## src/sv/srd_pkg.sv

```systemverilog
// Shared types and constants for the run-length sprite decoder.
// No dependencies; every other file imports this package.
package srd_pkg;

    localparam int HEIGHT_W = 10;
    localparam int COLUMN_W = 16;
    localparam int WORD_W   = 16;
    localparam int COUNT_W  = 11;

    // A skip plus run at or above this limit is a malformed segment.
    localparam logic [16:0] SEG_LIMIT  = 17'd2048;
    localparam logic [15:0] COLOR_MASK = 16'h7fff;
    localparam logic [15:0] OPAQUE_BIT = 16'h8000;

    // Byte address of the image height register.
    localparam logic [1:0] ADDR_HEIGHT = 2'd0;

    typedef enum logic [1:0] {
        KIND_PIXEL = 2'd0,
        KIND_DONE  = 2'd1,
        KIND_ERROR = 2'd2
    } t_kind;

    typedef struct packed {
        logic                  valid;
        t_kind                 kind;
        logic [COLUMN_W-1:0]   column;
        logic [HEIGHT_W-1:0]   row;
        logic [WORD_W-1:0]     value;
    } t_result;

endpackage

```

## src/sv/srd_apb.sv

```systemverilog
// Configuration register block: holds the image height behind an APB-style port.
// Depends on srd_pkg.
module srd_apb
    import srd_pkg::*;
(
    input  logic                i_clk,
    input  logic                i_rst_n,
    input  logic                psel,
    input  logic                penable,
    input  logic                pwrite,
    input  logic [1:0]          paddr,
    input  logic [31:0]         pwdata,
    output logic [31:0]         prdata,
    output logic                pready,
    output logic [HEIGHT_W-1:0] o_image_height
);

    logic [HEIGHT_W-1:0] r_height;
    logic                w_write;

    assign pready  = 1'b1;
    assign w_write = psel && penable && pwrite && (paddr == ADDR_HEIGHT);

    always_ff @(posedge i_clk) begin
        if (!i_rst_n) begin
            r_height <= HEIGHT_W'(1);
        end else if (w_write) begin
            r_height <= pwdata[HEIGHT_W-1:0];
        end
    end

    always_comb begin
        prdata = '0;
        if (paddr == ADDR_HEIGHT) begin
            prdata = {{(32-HEIGHT_W){1'b0}}, r_height};
        end
    end

    assign o_image_height = r_height;

endmodule

```

## src/sv/srd_core.sv

```systemverilog
// Decode state machine: tracks phase, column, row and run count, and forms one result.
// Depends on srd_pkg.
module srd_core
    import srd_pkg::*;
#(
    parameter int MAX_DIMENSION = 1024
) (
    input  logic                i_clk,
    input  logic                i_rst_n,
    input  logic                i_fire,
    input  logic [WORD_W-1:0]   i_word,
    input  logic [HEIGHT_W-1:0] i_image_height,
    output t_result             o_result
);

    typedef enum logic [1:0] {
        PH_SKIP  = 2'd0,
        PH_RUN   = 2'd1,
        PH_COLOR = 2'd2
    } t_phase;

    localparam logic [16:0]         MAX_DIM_W = 17'(MAX_DIMENSION);
    localparam logic [HEIGHT_W-1:0] CLAMP_H   = HEIGHT_W'(MAX_DIMENSION - 1);

    t_phase              r_phase,     n_phase;
    logic [COLUMN_W-1:0] r_column,    n_column;
    logic [HEIGHT_W-1:0] r_row,       n_row;
    logic [WORD_W-1:0]   r_held_skip, n_held_skip;
    logic [COUNT_W-1:0]  r_left,      n_left;
    logic                r_stopped,   n_stopped;

    logic [HEIGHT_W-1:0] w_eff_h;
    logic [16:0]         w_sum;
    logic [17:0]         w_reach;
    logic [HEIGHT_W:0]   w_row_inc;

    always_comb begin
        w_eff_h = (i_image_height == '0) ? HEIGHT_W'(1) : i_image_height;
        if ({{(17-HEIGHT_W){1'b0}}, w_eff_h} >= MAX_DIM_W) begin
            w_eff_h = CLAMP_H;
        end
    end

    assign w_sum     = {1'b0, r_held_skip} + {1'b0, i_word};
    assign w_reach   = {2'b00, r_column} + {1'b0, w_sum};
    assign w_row_inc = {1'b0, r_row} + (HEIGHT_W+1)'(1);

    always_comb begin
        n_phase     = r_phase;
        n_column    = r_column;
        n_row       = r_row;
        n_held_skip = r_held_skip;
        n_left      = r_left;
        n_stopped   = r_stopped;
        o_result    = '0;
        o_result.kind = KIND_PIXEL;

        if (i_fire && !r_stopped) begin
            case (r_phase)
                PH_SKIP: begin
                    n_held_skip = i_word;
                    n_phase     = PH_RUN;
                end
                PH_RUN: begin
                    if (w_sum >= SEG_LIMIT || w_reach > 18'h0ffff) begin
                        n_stopped      = 1'b1;
                        o_result.valid = 1'b1;
                        o_result.kind  = KIND_ERROR;
                    end else if (w_sum != '0) begin
                        n_column = r_column + r_held_skip;
                        if (i_word != '0) begin
                            n_left  = i_word[COUNT_W-1:0];
                            n_phase = PH_COLOR;
                        end else begin
                            n_phase = PH_SKIP;
                        end
                    end else begin
                        // Both zero: the row is finished.
                        n_column = '0;
                        n_row    = w_row_inc[HEIGHT_W-1:0];
                        n_phase  = PH_SKIP;
                        if (w_row_inc >= {1'b0, w_eff_h}) begin
                            n_stopped      = 1'b1;
                            o_result.valid = 1'b1;
                            o_result.kind  = KIND_DONE;
                        end
                    end
                end
                PH_COLOR: begin
                    o_result.valid  = 1'b1;
                    o_result.column = r_column;
                    o_result.row    = r_row;
                    o_result.value  = ((i_word & COLOR_MASK) != '0) ?
                                      (i_word | OPAQUE_BIT) : '0;
                    n_column = r_column + COLUMN_W'(1);
                    n_left   = r_left - COUNT_W'(1);
                    if (r_left <= COUNT_W'(1)) begin
                        n_phase = PH_SKIP;
                    end
                end
                default: begin
                    n_phase = PH_SKIP;
                end
            endcase
        end
    end

    always_ff @(posedge i_clk) begin
        if (!i_rst_n) begin
            r_phase     <= PH_SKIP;
            r_column    <= '0;
            r_row       <= '0;
            r_held_skip <= '0;
            r_left      <= '0;
            r_stopped   <= 1'b0;
        end else begin
            r_phase     <= n_phase;
            r_column    <= n_column;
            r_row       <= n_row;
            r_held_skip <= n_held_skip;
            r_left      <= n_left;
            r_stopped   <= n_stopped;
        end
    end

endmodule

```

## src/sv/sprite_rle_decoder.sv

```systemverilog
// Top level of the run-length sprite decoder: input word register, decode core,
// result register and configuration port. Depends on srd_pkg, srd_apb, srd_core.
//
//   channel   direction  handshake                        payload
//   stream    in         i_stream_valid / o_stream_stall  i_stream_word
//   result    out        o_result_valid / i_result_stall  o_result_kind, o_pixel_column,
//                                                          o_pixel_row, o_pixel_value
//   config    in         psel, penable, pwrite, pready    paddr, pwdata, prdata
//
// A word taken from the stream waits in the input register and is decoded into the result
// register as soon as the result register is empty or being drained.
// One word is taken per cycle when the result side does not stall; the input register
// acts as a skid stage, so one word is still taken while a result waits.
// Reset is synchronous and active low; it clears the decode state and both valid flags.
// A stall on the result side holds the result register and then the input register.
module sprite_rle_decoder
    import srd_pkg::*;
#(
    parameter int MAX_DIMENSION = 1024
) (
    input  logic                i_clk,
    input  logic                i_rst_n,
    // Stream word input.
    input  logic                i_stream_valid,
    output logic                o_stream_stall,
    input  logic [WORD_W-1:0]   i_stream_word,
    // Result output.
    output logic                o_result_valid,
    input  logic                i_result_stall,
    output logic [1:0]          o_result_kind,
    output logic [COLUMN_W-1:0] o_pixel_column,
    output logic [HEIGHT_W-1:0] o_pixel_row,
    output logic [WORD_W-1:0]   o_pixel_value,
    // Configuration port.
    input  logic                psel,
    input  logic                penable,
    input  logic                pwrite,
    input  logic [1:0]          paddr,
    input  logic [31:0]         pwdata,
    output logic [31:0]         prdata,
    output logic                pready
);

    logic                r_in_valid;
    logic [WORD_W-1:0]   r_in_word;
    t_result             r_out;
    logic                w_fire;
    logic                w_accept;
    logic [HEIGHT_W-1:0] w_height;
    t_result             w_result;

    srd_apb u_apb (
        .i_clk          (i_clk),
        .i_rst_n        (i_rst_n),
        .psel           (psel),
        .penable        (penable),
        .pwrite         (pwrite),
        .paddr          (paddr),
        .pwdata         (pwdata),
        .prdata         (prdata),
        .pready         (pready),
        .o_image_height (w_height)
    );

    // The held word is decoded when the result register is empty or being drained.
    assign w_fire         = r_in_valid && (!r_out.valid || !i_result_stall);
    assign o_stream_stall = r_in_valid && !w_fire;
    assign w_accept       = i_stream_valid && !o_stream_stall;

    srd_core #(
        .MAX_DIMENSION (MAX_DIMENSION)
    ) u_core (
        .i_clk          (i_clk),
        .i_rst_n        (i_rst_n),
        .i_fire         (w_fire),
        .i_word         (r_in_word),
        .i_image_height (w_height),
        .o_result       (w_result)
    );

    always_ff @(posedge i_clk) begin
        if (!i_rst_n) begin
            r_in_valid <= 1'b0;
        end else if (w_accept) begin
            r_in_valid <= 1'b1;
        end else if (w_fire) begin
            r_in_valid <= 1'b0;
        end
    end

    always_ff @(posedge i_clk) begin
        if (w_accept) begin
            r_in_word <= i_stream_word;
        end
    end

    // Words that yield no result still pass through and leave the register empty.
    always_ff @(posedge i_clk) begin
        if (!i_rst_n) begin
            r_out.valid <= 1'b0;
        end else if (w_fire) begin
            r_out <= w_result;
        end else if (!i_result_stall) begin
            r_out.valid <= 1'b0;
        end
    end

    assign o_result_valid = r_out.valid;
    assign o_result_kind  = r_out.kind;
    assign o_pixel_column = r_out.column;
    assign o_pixel_row    = r_out.row;
    assign o_pixel_value  = r_out.value;

`ifndef SYNTHESIS
    // A waiting result is never dropped.
    a_result_held: assert property (@(posedge i_clk) disable iff (!i_rst_n)
        r_out.valid && i_result_stall |=> r_out.valid)
        else $error("result dropped while stalled");

    // The stream stalls only while a word is held.
    a_stall_needs_word: assert property (@(posedge i_clk) disable iff (!i_rst_n)
        o_stream_stall |-> r_in_valid)
        else $error("stream stalled with empty input register");

    // A pixel is either transparent or carries the opaque bit.
    a_pixel_value: assert property (@(posedge i_clk) disable iff (!i_rst_n)
        r_out.valid && r_out.kind == KIND_PIXEL |-> r_out.value == '0 || r_out.value[15])
        else $error("pixel value without opaque bit");

    // Completion and error results carry zero fields.
    a_status_fields: assert property (@(posedge i_clk) disable iff (!i_rst_n)
        r_out.valid && r_out.kind != KIND_PIXEL |->
            r_out.column == '0 && r_out.row == '0 && r_out.value == '0)
        else $error("status result with nonzero fields");
`endif

endmodule

```

## config.mk

```make
export PLATFORM = sky130hd
export DESIGN_NAME = sprite_rle_decoder
export DESIGN_NICKNAME = d
export VERILOG_FILES = /design/src/sv/srd_pkg.sv /design/src/sv/srd_apb.sv /design/src/sv/srd_core.sv /design/src/sv/sprite_rle_decoder.sv
export SDC_FILE = /design/constraint.sdc
export NUM_CORES = 1
export LEC_CHECK = 0
export BUFFER_PORTS_ARGS = -buffer_cell sky130_fd_sc_hd__buf_2
export CAP_MARGIN = 20
export CORE_MARGIN = 2
export CORE_UTILIZATION = 30
export DETAILED_ROUTE_END_ITERATION = 6
export PLACE_DENSITY_LB_ADDON = 0.1
export SETUP_SLACK_MARGIN = 0.4
export SYNTH_ARGS = -nofsm -noshare
export SYNTH_HDL_FRONTEND = slang
export SYNTH_SLANG_ARGS = --single-unit
```

## constraint.sdc

```tcl
create_clock -name i_clk -period 5.8 [get_ports i_clk]
set_clock_uncertainty 0.2 [all_clocks]
set_input_delay 0.58 -clock i_clk [delete_from_list [all_inputs] [get_ports i_clk]]
set_output_delay 0.58 -clock i_clk [all_outputs]
set_load 0.02 [all_outputs]
```

==> summary.txt <==
Outcome
  • Status: complete, no violations

Yosys
  • Largest family of logic cells by synthesized area: simple AND/OR/NAND/NOR gates
  • Post-Synth XOR/XNOR Area: 0.0482
  • Mux contribution to synthesized area: 0.0197
  • Number of synthesized flops with an enable pin: 60
  • Asr flop ratio synth: 0
  • Area share of fa/ha/maj cells after synthesis: 0.106
  • Yosys top cell area share: 0.222
  • Mapped Avg Cell Area: 9.28 sq um
  • Mapped Cells: 875
  • Area leader, netlist: edfxtp_1
  • Synth unique cells: 80
  • Synth top cells by count: 70 x nand2_1, 68 x dfxtp_1, 64 x ha_1, 63 x a21oi_1, 62 x nor2_1
  • Most common cell in the synthesized netlist: nand2_1
  • Fraction of the mapped netlist area in compound gates: 0.183
  • Warnings from Yosys: 0
  • Simple-Gate Fraction of Synth Area: 0.196
  • Top post-synthesis cells by area: edfxtp_1 22%, dfxtp_1 17%, ha_1 9.9%, a21oi_1 3.9%, nand2_1 3.2%
  • Post-synthesis sequential area ratio: 0.390
  • Primary FF master, synth: dfxtp_1
  • Yosys reg bits: 128
  • Synthesized cell area: 8120 sq um

Global routing
  • Vias in the first global route: 6187
  • Largest net degree at the start of global routing: 52
  • First-pass GRT wire length: 34600 um
  • Initial antenna violation count: 0
  • Congestion Overflow GR: 0
  • Tot GR Track Use: 0.156

Floorplan
  • I/O pins: 136
  • Initial Util: 0.304
  • Core area: 26700 sq um
  • DIE WIDTH: 169 um
  • Die Ht: 169 um
  • Rows: 60
  • Die area: 28400 sq um

STA
  • Hold Violations, Final: 0
  • Final Cycle Share: 0.858
  • Worst slew margin: 0.412
  • Fmax: 0.201 GHz
  • Final min period: 4.98 ns
  • RSZ-0062 raised after global routing: no
  • Setup TNS: 0 ns
  • Final setup margin: 0.824 ns
  • Setup violators final: 0
  • Slew Viols, Final: 0
  • Least-Margin Pin Slew: 0.883 ns

Worst setup path
  • Worst Path Required: 5.91 ns
  • Max FO, Critical Path: 20
  • Crit path arrival time: 5.09 ns
  • WS Path Type: reg -> reg
  • Startpoint Class: flip-flop
  • Element type at the critical path end: flip-flop

Power and ir drop
  • Peak supply drop: 0.134 mV
  • Pleak: 4.01 nW
  • Pwr/cell area: 260 nW/um^2

Clock network
  • CTS clock-pin slew for the worst setup and hold paths: 0.07 ns
  • Post-CTS Repair Setup Buffers: 0
  • Cts bufs inserted: 17
  • H-tree levels: 4
  • Clk buf depth: 2
  • Num Clock Sinks: 128
  • Root Driver: clkbuf_16
  • CTS tree: yes
  • Latest clock arrival within the worst-skew pair: 0.42 ns

Route
  • DRC errors left: 0
  • Routed vias: 6496
  • Final Routed Wirelength: 22000 um
  • DR WL/cell: 16.7 um
  • Drt pass-1 iters: 5
  • Initial DRC Count: 316
  • Via/cell ratio: 4.95
  • Antenna-violating nets left: 0

Cells and area
  • Area Overhead vs Synth: 16.7%
  • Final Cell Area: 9480 sq um
  • Post-layout util: 0.355
  • Layout Cells excl Fill: 1312
  • Share of layout cells above drive strength 1: 0.163
  • Fin nets: 1081

Placement
  • GP Congestion: 0.865
  • Post-placement cell count: 1279
  • Port Buffer Count: 90
  • Area after DPL: 8840 sq um
  • DPL Wire Length: 16100 um
  • Pre-CTS setup slack: 0.623 ns

Job
  • Max Cap Viol: 0

Min path
  • HP Class: in -> reg
[worst max-delay path: stages (launching register included)]
cell	delay [ns]
edfxtp_1	0.41
ha_1	0.23
inv_1	0.07
fa_1	0.40
nor2b_1	0.16
o31a_1	0.24
o22ai_2	0.19
o211a_1	0.27
nor3_2	0.34
inv_1	0.09
ha_1	0.27
o21ai_0	0.16
a21o_1	0.13
nor2_1	0.05
a211o_1	0.31
a21oi_1	0.20
nand3_2	0.14
o32ai_2	0.28
buf_4	0.32
o21ai_0	0.14
a32o_1	0.27
[layout make-up]
cell class,instances,area (sq um)
repair buffers,104,556
multi-input cells,678,4600
diodes,1,2.50
fillers,2757,17200
well taps,341,427
inverters,28,105
clock inverters,14,188
flip-flops and latches,128,3160
clock buffers,18,439
[per-layer routing]
layer  wire, um  vias up  global-route usage
met2       9910      136               0.249
met4        203        0              0.0420
li1           -     3330                   -
met5          0        -                   0
met1      11100     3020               0.220
met3        733       10              0.0243
[cell usage in the layout, fill, tap and decap left out, types with 8 or more instances in the layout]
cell | Yosys | final
buf_2 | 5 | 90
nand2_1 | 70 | 70
dfxtp_1 | 68 | 68
ha_1 | 64 | 64
a21oi_1 | 63 | 63
nor2_1 | 62 | 61
edfxtp_1 | 60 | 60
o21ai_0 | 42 | 42
and2_1 | 35 | 35
nand3_1 | 32 | 32
inv_1 | 27 | 27
nor3_1 | 29 | 27
and3_1 | 23 | 23
conb_1 | 2 | 23
xnor2_1 | 21 | 21
xor2_1 | 20 | 20
clkbuf_16 | 0 | 17
mux2i_1 | 16 | 16
nand4_1 | 15 | 15
buf_4 | 25 | 14
a21o_1 | 13 | 13
a211oi_1 | 10 | 10
nor2b_1 | 9 | 9
o21a_1 | 8 | 8
a31oi_1 | 8 | 8
nor4_1 | 8 | 8
a22oi_1 | 8 | 8
[where the power goes]
part / switching, mW / internal [mW] / total [mW]
combinational: 0.188 / 0.111 / 0.300
clock: 0.435 / 0.730 / 1.17
sequential: 0.0291 / 0.967 / 0.996
[what timing repair did]
| action | CTS | global route |
|---|---|---|
| gates resized for setup | 0 | 1 |
| hold buffers | 0 | 0 |
| setup endpoints to repair | 0 | 10 |
[metrics by stage]
step	total power, mW	hold WS [ns]
4_1_cts	2.49	0.111
2_1_floorplan	1.24	0.249
3_3_place_gp	1.31	0.274
5_1_grt	2.56	0.117
3_5_place_dp	1.32	0.282
6_report	2.46	0.127
[path summary, 6_finish.rpt]
path                         start                to  slack [ns]  depth (start not counted)
setup / recovery      r_in_word[0]  u_core.r_left[3]        0.82                         20
hold / removal    i_stream_word[0]      r_in_word[0]        0.13                          1
setup reg to reg      r_in_word[0]  u_core.r_left[3]        0.82                         20
hold reg to reg   u_core.r_stopped  u_core.r_stopped        0.29                          2
[flip-flops by register name, indices dropped and copies added (netlist names), 10 cells and up]
signal                flops
u_core.r_row             10
o_pixel_row              10
u_core.r_column          16
u_core.r_left            11
o_pixel_value            16
u_apb.o_image_height     10
r_in_word                16
u_core.r_held_skip       16
o_pixel_column           16
[cell families after synthesis]
group | count (synthesis)
AO/OA/AOI/OAI | 217
other | 2
flip-flops | 128
adder cells (fa/ha/maj) | 67
XOR/XNOR | 43
buffers and inverters | 90
multiplexers | 16
AND/OR/NAND/NOR | 312
(Power assumes the default switching activity.)
